===== src/sfp_pkg.sv =====
// ----------------------------------------------------------------------------
// sfp_pkg
// Types and constants shared by the scale request frame parser.
// ----------------------------------------------------------------------------
`default_nettype none

package sfp_pkg;

   // frame characters
   localparam logic [7:0] START_CHAR = 8'h23;
   localparam logic [7:0] LF_CHAR    = 8'h0A;
   localparam logic [7:0] ACK_CHAR   = 8'h06;
   localparam logic [7:0] NAK_CHAR   = 8'h15;
   localparam logic [7:0] CS_OR      = 8'h40;
   localparam logic [7:0] DIGIT_LO   = 8'h30;
   localparam logic [7:0] DIGIT_HI   = 8'h39;

   // reply codes
   localparam logic [2:0] REPLY_NONE   = 3'd0;
   localparam logic [2:0] REPLY_ACK    = 3'd1;
   localparam logic [2:0] REPLY_NAK    = 3'd2;
   localparam logic [2:0] REPLY_WEIGHT = 3'd3;
   localparam logic [2:0] REPLY_TARE   = 3'd4;

   // parser phases
   localparam logic [2:0] PH_IDLE     = 3'd0;
   localparam logic [2:0] PH_DIGIT1   = 3'd1;
   localparam logic [2:0] PH_DIGIT2   = 3'd2;
   localparam logic [2:0] PH_COMMAND  = 3'd3;
   localparam logic [2:0] PH_CHECKSUM = 3'd4;
   localparam logic [2:0] PH_SENT     = 3'd5;

   // register indexes
   localparam int unsigned CSR_INDEX_WIDTH = 3;
   localparam int unsigned CSR_DATA_WIDTH  = 8;
   localparam logic [CSR_INDEX_WIDTH-1:0] CSR_STATION_ADDRESS = 3'd0;
   localparam logic [CSR_INDEX_WIDTH-1:0] CSR_CODE_WEIGHT     = 3'd1;
   localparam logic [CSR_INDEX_WIDTH-1:0] CSR_CODE_TARE_VALUE = 3'd2;
   localparam logic [CSR_INDEX_WIDTH-1:0] CSR_CODE_TARE       = 3'd3;
   localparam logic [CSR_INDEX_WIDTH-1:0] CSR_CODE_ZERO       = 3'd4;

   // register reset values
   localparam logic [6:0] RST_STATION_ADDRESS = 7'd1;
   localparam logic [7:0] RST_CODE_WEIGHT     = 8'd87;
   localparam logic [7:0] RST_CODE_TARE_VALUE = 8'd86;
   localparam logic [7:0] RST_CODE_TARE       = 8'd84;
   localparam logic [7:0] RST_CODE_ZERO       = 8'd90;

   typedef struct packed {
      logic [7:0] rx_byte;
      logic       error_active;
   } req_type;

   typedef struct packed {
      logic [2:0] reply;
      logic       tare_request;
      logic       zero_request;
      logic       timeout_reload;
   } rsp_type;

   typedef struct packed {
      logic [6:0] station_address;
      logic [7:0] code_weight;
      logic [7:0] code_tare_value;
      logic [7:0] code_tare;
      logic [7:0] code_zero;
   } cfg_type;

   typedef struct packed {
      logic [2:0] phase;
      logic [7:0] running_xor;
      logic [7:0] pending_command;
      logic       awaiting_ack;
      logic [7:0] saved_command;
   } state_type;

endpackage

`default_nettype wire


===== src/scale_request_frame_parser.sv =====
// ----------------------------------------------------------------------------
// scale_request_frame_parser
// Parses multidrop scale request frames one received byte at a time.
// ----------------------------------------------------------------------------
// Feed each received byte with the current error flag on the req_ channel.
// Every byte yields exactly one transaction on the rsp_ channel: the reply
// kind, tare and zero request flags and the line timeout reload flag.
// A byte is taken into an input register, handled by one pass of parser
// logic that updates the frame state, and its result lands in an output
// register, which drives rsp_valid. One byte per cycle is sustained while
// the receiver does not stall.
// When rsp_stall is high the result holds, the input register takes one more
// byte if it is empty, and then req_stall rises until the result drains.
// The csr_ channel writes the station address and command codes at any time
// (csr_ready is always high); write them only while the parser is idle.
// A synchronous reset empties both registers, clears the frame state and
// restores station 1 and the command codes W, V, T and Z.
// ----------------------------------------------------------------------------
`default_nettype none

module scale_request_frame_parser
   import sfp_pkg::*;
(
   input  wire                        clock,
   input  wire                        reset,
   input  wire                        req_valid,
   output logic                       req_stall,
   input  wire  req_type              req_data,
   output logic                       rsp_valid,
   input  wire                        rsp_stall,
   output rsp_type                    rsp_data,
   input  wire                        csr_valid,
   output logic                       csr_ready,
   input  wire  [CSR_INDEX_WIDTH-1:0] csr_index,
   input  wire  [CSR_DATA_WIDTH-1:0]  csr_wdata
);

   logic      in_valid_ff;
   req_type   in_data_ff;
   logic      out_valid_ff;
   rsp_type   out_data_ff;
   cfg_type   cfg_ff;
   state_type state_ff;
   logic [7:0] first_digit_ff;

   state_type state_in;
   rsp_type   result_in;
   logic      first_digit_load;
   logic      advance;
   logic      take;

   assign advance   = in_valid_ff && (!out_valid_ff || !rsp_stall);
   assign req_stall = in_valid_ff && !advance;
   assign take      = req_valid && !req_stall;
   assign csr_ready = 1'b1;
   assign rsp_valid = out_valid_ff;
   assign rsp_data  = out_data_ff;

   sfp_step u_step (
      .item             (in_data_ff),
      .cfg              (cfg_ff),
      .state            (state_ff),
      .first_digit      (first_digit_ff),
      .first_digit_load (first_digit_load),
      .state_next       (state_in),
      .result           (result_in)
   );

   always_ff @(posedge clock) begin
      if (reset) begin
         in_valid_ff  <= 1'b0;
         out_valid_ff <= 1'b0;
         state_ff     <= '0;
         cfg_ff.station_address <= RST_STATION_ADDRESS;
         cfg_ff.code_weight     <= RST_CODE_WEIGHT;
         cfg_ff.code_tare_value <= RST_CODE_TARE_VALUE;
         cfg_ff.code_tare       <= RST_CODE_TARE;
         cfg_ff.code_zero       <= RST_CODE_ZERO;
      end else begin
         if (take) begin
            in_valid_ff <= 1'b1;
         end else if (advance) begin
            in_valid_ff <= 1'b0;
         end
         if (advance) begin
            out_valid_ff <= 1'b1;
            state_ff     <= state_in;
         end else if (!rsp_stall) begin
            out_valid_ff <= 1'b0;
         end
         if (csr_valid && csr_ready) begin
            case (csr_index)
               CSR_STATION_ADDRESS: cfg_ff.station_address <= csr_wdata[6:0];
               CSR_CODE_WEIGHT:     cfg_ff.code_weight     <= csr_wdata;
               CSR_CODE_TARE_VALUE: cfg_ff.code_tare_value <= csr_wdata;
               CSR_CODE_TARE:       cfg_ff.code_tare       <= csr_wdata;
               CSR_CODE_ZERO:       cfg_ff.code_zero       <= csr_wdata;
               default: begin
               end
            endcase
         end
      end
   end

   always_ff @(posedge clock) begin
      if (take) begin
         in_data_ff <= req_data;
      end
      if (advance) begin
         out_data_ff <= result_in;
      end
      if (advance && first_digit_load) begin
         first_digit_ff <= in_data_ff.rx_byte;
      end
   end

endmodule

`default_nettype wire


===== src/sfp_step.sv =====
// ----------------------------------------------------------------------------
// sfp_step
// Next parser state and result for one received byte.
// ----------------------------------------------------------------------------
`default_nettype none

module sfp_step
   import sfp_pkg::*;
(
   input  wire  req_type   item,
   input  wire  cfg_type   cfg,
   input  wire  state_type state,
   input  wire  [7:0]      first_digit,
   output logic            first_digit_load,
   output state_type       state_next,
   output rsp_type         result
);

   logic [7:0] b;
   logic       fd_is_digit;
   logic       b_is_digit;
   logic [6:0] station_value;
   logic       known_cmd;
   logic [7:0] cmd;

   assign b             = item.rx_byte;
   assign fd_is_digit   = (first_digit >= DIGIT_LO) && (first_digit <= DIGIT_HI);
   assign b_is_digit    = (b >= DIGIT_LO) && (b <= DIGIT_HI);
   assign station_value = 7'(first_digit[3:0] * 4'd10) + {3'd0, b[3:0]};
   assign known_cmd     = (b == ACK_CHAR) || (b == NAK_CHAR) || (b == cfg.code_weight) ||
                          (b == cfg.code_tare_value) || (b == cfg.code_tare) ||
                          (b == cfg.code_zero);

   always_comb begin
      state_next       = state;
      first_digit_load = 1'b0;
      result           = '0;
      cmd              = state.pending_command;
      case (state.phase)
         PH_DIGIT1: begin
            first_digit_load = 1'b1;
            state_next.phase = PH_DIGIT2;
         end
         PH_DIGIT2: begin
            if (fd_is_digit && b_is_digit && (station_value == cfg.station_address)) begin
               state_next.phase = PH_COMMAND;
            end else begin
               state_next.phase = PH_IDLE;
            end
         end
         PH_COMMAND: begin
            if (b == LF_CHAR) begin
               state_next.phase = PH_IDLE;
               result.reply     = REPLY_ACK;
            end else if (known_cmd) begin
               state_next.phase           = PH_CHECKSUM;
               state_next.pending_command = b;
            end else begin
               state_next.phase = PH_IDLE;
               result.reply     = REPLY_NAK;
            end
         end
         PH_CHECKSUM: begin
            state_next.phase = PH_IDLE;
            if ((state.running_xor | CS_OR) != b) begin
               result.reply = REPLY_NAK;
            end else begin
               if (item.error_active) begin
                  cmd = cfg.code_weight;
               end
               if (cmd == ACK_CHAR) begin
                  state_next.awaiting_ack = 1'b0;
               end
               if ((cmd == NAK_CHAR) && state_next.awaiting_ack) begin
                  cmd = state.saved_command;
               end
               if (cmd == cfg.code_weight) begin
                  state_next.phase = PH_SENT;
                  result.reply     = REPLY_WEIGHT;
               end
               if (cmd == cfg.code_tare_value) begin
                  state_next.phase = PH_SENT;
                  if (result.reply == REPLY_NONE) begin
                     result.reply = REPLY_TARE;
                  end
               end
               result.tare_request = (cmd == cfg.code_tare);
               result.zero_request = (cmd == cfg.code_zero);
               if (state_next.phase == PH_SENT) begin
                  state_next.awaiting_ack  = 1'b1;
                  state_next.saved_command = cmd;
               end
               state_next.pending_command = cmd;
            end
         end
         default: begin
            if (b == START_CHAR) begin
               state_next.phase       = PH_DIGIT1;
               state_next.running_xor = '0;
            end else if (state.phase > PH_SENT) begin
               state_next.phase = PH_IDLE;
            end
         end
      endcase
      if ((state_next.phase != PH_IDLE) && (state_next.phase <= PH_SENT)) begin
         state_next.running_xor = state_next.running_xor ^ b;
      end
      result.timeout_reload = (state_next.phase != PH_IDLE);
   end

endmodule

`default_nettype wire


===== config.mk =====
export PLATFORM = sky130hd
export DESIGN_NAME = scale_request_frame_parser
export DESIGN_NICKNAME = d
export VERILOG_FILES = /design/src/sfp_pkg.sv /design/src/scale_request_frame_parser.sv /design/src/sfp_step.sv
export SDC_FILE = /design/constraint.sdc
export NUM_CORES = 1
export LEC_CHECK = 0
export ABC_CLOCK_PERIOD_IN_PS = 3650
export BUFFER_PORTS_ARGS = -buffer_cell sky130_fd_sc_hd__buf_2
export CAP_MARGIN = 20
export CORE_MARGIN = 4
export CORE_UTILIZATION = 53
export DETAILED_ROUTE_END_ITERATION = 8
export GPL_TIMING_DRIVEN = 0
export PLACE_DENSITY = 0.72
export SETUP_SLACK_MARGIN = 0.15
export SYNTH_ARGS = -nofsm -noshare
export SYNTH_HDL_FRONTEND = slang
export SYNTH_SLANG_ARGS = --single-unit

===== constraint.sdc =====
create_clock -name clock -period 3.65 [get_ports clock]
set_clock_uncertainty 0.2 [all_clocks]
set_input_delay 0.1825 -clock clock [delete_from_list [all_inputs] [get_ports clock]]
set_output_delay 0.1825 -clock clock [all_outputs]
set_load 0.02 [all_outputs]

# After elaboration in Yosys (flattened, before gate mapping)

Index checks and enable logic that the tools add are counted.

Bitwise operators: 3
Equal/unequal tests: 29
$lt $le $gt $ge: 6
Multiply operators: 1
Muxes and demuxes: 42
Reduce and logical (&&, ||, !) cells: 35
Add/subtract/negate cells: 1

Operator list:

| operator             | count |
|---|---|
| $mux W8              | 11 |
| $eq A8 B8 Y1         | 8 |
| $mux W3              | 15 |
| $mux W17             | 1 |
| $eq A8 B3 Y1 const B | 2 |
| $eq A8 B5 Y1 const B | 2 |
| $ge A8 B6 Y1 const B | 2 |
| $le A8 B6 Y1 const B | 2 |
| $pmux W8 S2          | 1 |
| $eq A3 B2 Y1 const B | 4 |
| $pmux W3 S4          | 1 |
| $logic_and A1 B1 Y1  | 10 |
| $reduce_and A2 Y1    | 5 |
| $eq A3 B3 Y1 const B | 3 |
| $mux W9              | 1 |
| $eq A8 B4 Y1 const B | 1 |
| $eq A8 B6 Y1 const B | 1 |
| $mux W1              | 8 |
| $ne A8 B8 Y1         | 1 |
| $xor A8 B8 Y8        | 1 |
| $add A7 B4 Y7        | 1 |
| $eq A7 B7 Y1         | 1 |
| $eq A3 B1 Y1 const B | 2 |
| $logic_not A3 Y1     | 2 |
| 17 further kinds     | 31 |

Register bits: 92

# Logic depth before layout (Yosys ltp)

Depth in word-level cells: 21
Mapped depth: 12
Mapped depth without buffers: 11

# Hierarchy

A second synthesis with hierarchy kept.

Cell total of the unflattened synthesis: 669
Area, all modules: 6194.7 um^2

By module, submodules not included:

| module                     | cells an instance | sequential area each (um^2) | instances | area each (um^2) |
|---|---|---|---|---|
| scale_request_frame_parser | 307               | 2072.0                      | 1         | 3592.2 |
| sfp_step                   | 362               | 0.0                         | 1         | 2602.5 |

# Least setup slack after synthesis

Ideal clock, no wire load.

Path kind: reg2reg
Start: reg first_digit_ff[1]
End: reg state_ff[20] (netlist bit)
Setup time: 123 ps
Slack: -277 ps
Data required time: 3327 ps
Arrival time: 3603 ps
Path buffers: 0
Stages on the path, launching flop included: 11
Path through: edfxtp_1 ha_1 ha_1 fa_1 xnor2_1 or4b_2 a2111oi_0 a2111oi_0 o31ai_2 o211ai_1 mux2_1

Longest elaborated chain between the ends: 9

Ends and longest elaborated chain:

| element                                                     | RTL line                          | text |
|---|---|---|
| start, declared                                             | scale_request_frame_parser.sv:44  | `logic [7:0] first_digit_ff;` |
| start signal, assigned                                      | scale_request_frame_parser.sv:113 | `first_digit_ff <= in_data_ff.rx_byte;` |
| $mul A4 B3 Y6, or another cell as far along                 | sfp_step.sv:29                    | `assign station_value = 7'(first_digit[3:0] * 4'd10) + {3'd0, b[3:0]};` |
| $add A7 B4 Y7 / $logic_and A1 B1 Y1 (equally long branches) | sfp_step.sv:29, sfp_step.sv:27    |  |
| $eq A7 B7 Y1 / $logic_and A1 B1 Y1 (equally long branches)  | sfp_step.sv:45                    | `if (fd_is_digit && b_is_digit && (station_value == cfg.station_address)) begin` |
| $logic_and A1 B1 Y1 (*)                                     | sfp_step.sv:45                    |  |
| $mux W2 (*)                                                 | sfp_step.sv:45                    |  |
| $pmux W3 S4 (*)                                             | sfp_step.sv:39                    | `case (state.phase)` |
| $le A3 B3 Y1 / $reduce_bool A3 Y1 (equally long branches)   | sfp_step.sv:105                   | `if ((state_next.phase != PH_IDLE) && (state_next.phase <= PH_SENT)) begin` |
| $logic_and A1 B1 Y1 (*)                                     | sfp_step.sv:105                   |  |
| $mux W8 (*)                                                 | sfp_step.sv:105                   |  |
| end signal, assigned                                        | scale_request_frame_parser.sv:87  | `state_ff <= state_in;` |
| end, declared                                               | scale_request_frame_parser.sv:43  | `state_type state_ff;` |

Every way passes the cells marked *; elsewhere a longest branch is shown, timed or not.
A chain may end at the register's enable or synchronous reset.

# Final worst setup path

Start: reg first_digit_ff[3]
End: reg state_ff[22] (netlist bit)

Same word-level chain as after synthesis.

==> results.cfg <==
[cts]
max-clock-path-buffers = 2
cts_tree = built
cts_sinks = 91
cts.clk_slew.worst_paths_ps = 100
root_buffer = clkbuf_8
h-tree-depth = 3
clock_latency_ps = 400
numCtsBuffers = 9

[yosys]
synth_flop_cell = dfxtp_1
syn_inst = 649
yosysSeqAreaShare_pct = 36.3
ys_warn_count = 0
synth-seq-cells = 91
syn_nets = 682
syn_area_mm2 = 0.00565
async_flop_share_pct = 0
synth_cell_type_count = 78
synth_edf_count = 23
avgSynthCellArea_um2 = 8.70

[outcome]
status = completed

[sta]
max_slew.worst_pin.slew_ps = 931
max_slew_margin_pct = 37.8
finalCritPeriodShare_pct = 98.9
finalHoldViolations = 0
max_freq_mhz = 277
period_needed_ps = 3610
rsz0062_at_grt = true
setup_viol = 0
slew_viol_final = 0

[finish]
final_nets = 766
area_delta_synth_final_pct = 19.8
diodes = 0
drive_above_1_share_pct = 18.8
fin_util_pct = 65.3

[placement]
place_congestion = 0.959
io_buffer_count = 31
dpl.hpwl_mm = 12.3

[min_path]
min-delay-path-class = in -> reg

[critical_path]
crit_chain = ha_1 > ha_2 > fa_2 > xnor2_2 > or4b_4 > a2111oi_4 > buf_4 > a2111oi_4 > o31ai_4 > o211ai_1 > mux2_1
crit_family = adder cells
crit_fanout = 7
slowest_stage = fa_2
cp_num_buf_inv = 1
critPathArrivalTime_ps = 3700
start_kind = flip-flop
worst_path_largest_cell_delay_ps = 570
cpMostUsedCell = a2111oi_4
cp-end-kind = flip-flop
cp.required_ps = 3740
path_class = reg -> reg

[power]
power_density_mw_per_mm2 = 308
leakagePower_uw = 0.00253
peakVddDrop_mv = 0.267
total_power_uw = 2080

[detailed_routing]
vias_per_cell = 6.04
wl_per_cell_um = 19.9
drc_errors = 0
ant_nets = 0
dr.first_iter.drc_count = 465
vias = 5275
drt-pass1-iter-count = 5
wirelength_mm = 17.4

[run]
cap_violations = 0

[floorplan]
ios = 34
dieArea_mm2 = 0.0124
die_y_um = 111
start_util_pct = 54.5
fp.coreArea_mm2 = 0.0104
rows = 37
fp.dieW_um = 111

[global_routing]
grt_pass1_vias = 5193
grt_pass1_wl_mm = 27.5
grt.total_usage_pct = 28.0
grt_max_degree = 18
grt-ovfl-total = 0
antenna_found_initial = 0
-- where the power goes --
part	switching, µW	total (µW)	leakage, µW	internal (µW)
registers	27.0	1090	0.000769	1060
logic	201	334	0.00167	133
clock network	405	664	0.0000929	258
total	633	2080	0.00253	1450
-- stage by stage --
stage / cell area [µm²] / setup slack [ps] / setup TNS [ps] / instances / hold slack (ps)
after CTS: 6600 / -26.8 / -38.3 / 865 / 14.2
after floorplan: 5670 / 163 / 0 / 649 / 81.4
after global routing: 6770 / -67.9 / -342 / 874 / 46.5
final: 6770 / 39.6 / 0 / 874 / 21.4
after detailed placement: 6000 / -313 / -3270 / 816 / 161
after global placement: 6000 / -262 / -2660 / 816 / 159
-- cell type report --
cell class	instances	area (µm²)
Buffer	38	189
Tap cell	136	170
Clock inverter	7	56.3
Clock buffer	9	124
Inverter	14	52.6
Sequential cell	91	2050
Fill cell	909	3600
Multi-Input combinational cell	506	3590
Timing Repair Buffer	73	538
-- Yosys cell counts (13+ instances only) --
| cell type | n | area (µm²) |
|---|---|---|
| a21oi_1 | 45 | 225 |
| o21ai_0 | 18 | 90.1 |
| clkbuf_1 | 28 | 105 |
| nor2_1 | 65 | 244 |
| mux2i_1 | 17 | 170 |
| nand2_1 | 78 | 293 |
| inv_1 | 13 | 48.8 |
| dfxtp_1 | 68 | 1360 |
| xor2_1 | 48 | 420 |
| nand3b_1 | 13 | 97.6 |
| xnor2_1 | 22 | 193 |
| nor2b_1 | 15 | 93.8 |
| nand2b_1 | 13 | 81.3 |
| edfxtp_1 | 23 | 691 |
-- state kept, by name (all words and copies together), names as in the netlist --
signal and cells:
cfg_ff 39, state_ff 27, in_data_ff 9, first_digit_ff 8, rsp_data 6, in_valid_ff 1, rsp_valid 1
-- logic make-up after synthesis --
family	synth area share (%)
compound gates	16.6
buf+inv	3.85
simple gates	24.2
other cells	0.0664
xor+xnor	10.9
mux	6.00
flops	36.3
fa+ha+maj	2.04
-- layout by cell type (no fill, tap or decap), types with 4 or more instances in the layout --
cell type,count
nand2_1,77
dfxtp_1,68
nor2_1,65
xor2_1,46
a21oi_1,41
buf_2,36
edfxtp_1,23
buf_4,21
clkbuf_1,19
xnor2_1,19
dlygate4sd3_1,19
o21ai_0,17
nor2b_1,15
mux2i_1,15
nand2b_1,13
inv_1,13
nand3b_1,13
a211o_1,12
o211ai_1,12
nor3_1,11
nor4_1,10
nand4_1,9
clkbuf_8,9
clkbuf_2,8
nand3_1,8
and3_1,7
nor3b_1,6
and2_1,6
mux2_4,6
mux2_1,6
buf_6,5
a211oi_1,5
ha_1,5
a21oi_2,4
-- worst reg2reg max path, cell delays in order, from the launching register on --
cell       delay [ps]
edfxtp_1          420
ha_1              310
ha_2              190
fa_2              570
xnor2_2           130
or4b_4            500
a2111oi_4         300
buf_4             190
a2111oi_4          80
o31ai_4           130
o211ai_1          150
mux2_1            340
-- timing repair --
item                       in CTS  in global routing
resized for setup              28                 33
hold endpoints to repair       50                  0
pin swaps                      23                 22
setup endpoints to repair      22                 26
hold buffers                   19                  0
buffers inserted               14                  9
-- metal layers --
layer / up-vias / GRT usage [%] / part of all wire (%)
met4: 0 / 12.0 / 3.4
met2: 237 / 44.8 / 47
met1: 2509 / 36.2 / 41
li1: 2483 / - / -
met5: - / 0 / 0
met3: 46 / 6.66 / 8.1
-- path summary, 6_finish.rpt --
check,from,to,slack [ps],cells past startpoint
worst min-delay path,csr_index[0],cfg_ff[17]$_SDFFE_PP1P_,20,4
worst min register to register,in_data_ff[8]$_DFFE_PP_,first_digit_ff[7]$_DFFE_PP_,270,0
worst max register to register,first_digit_ff[3]$_DFFE_PP_,state_ff[22]$_SDFFE_PP0P_,40,11
worst max-delay path,first_digit_ff[3]$_DFFE_PP_,state_ff[22]$_SDFFE_PP0P_,40,11
Power figures use the tool's default switching activity.
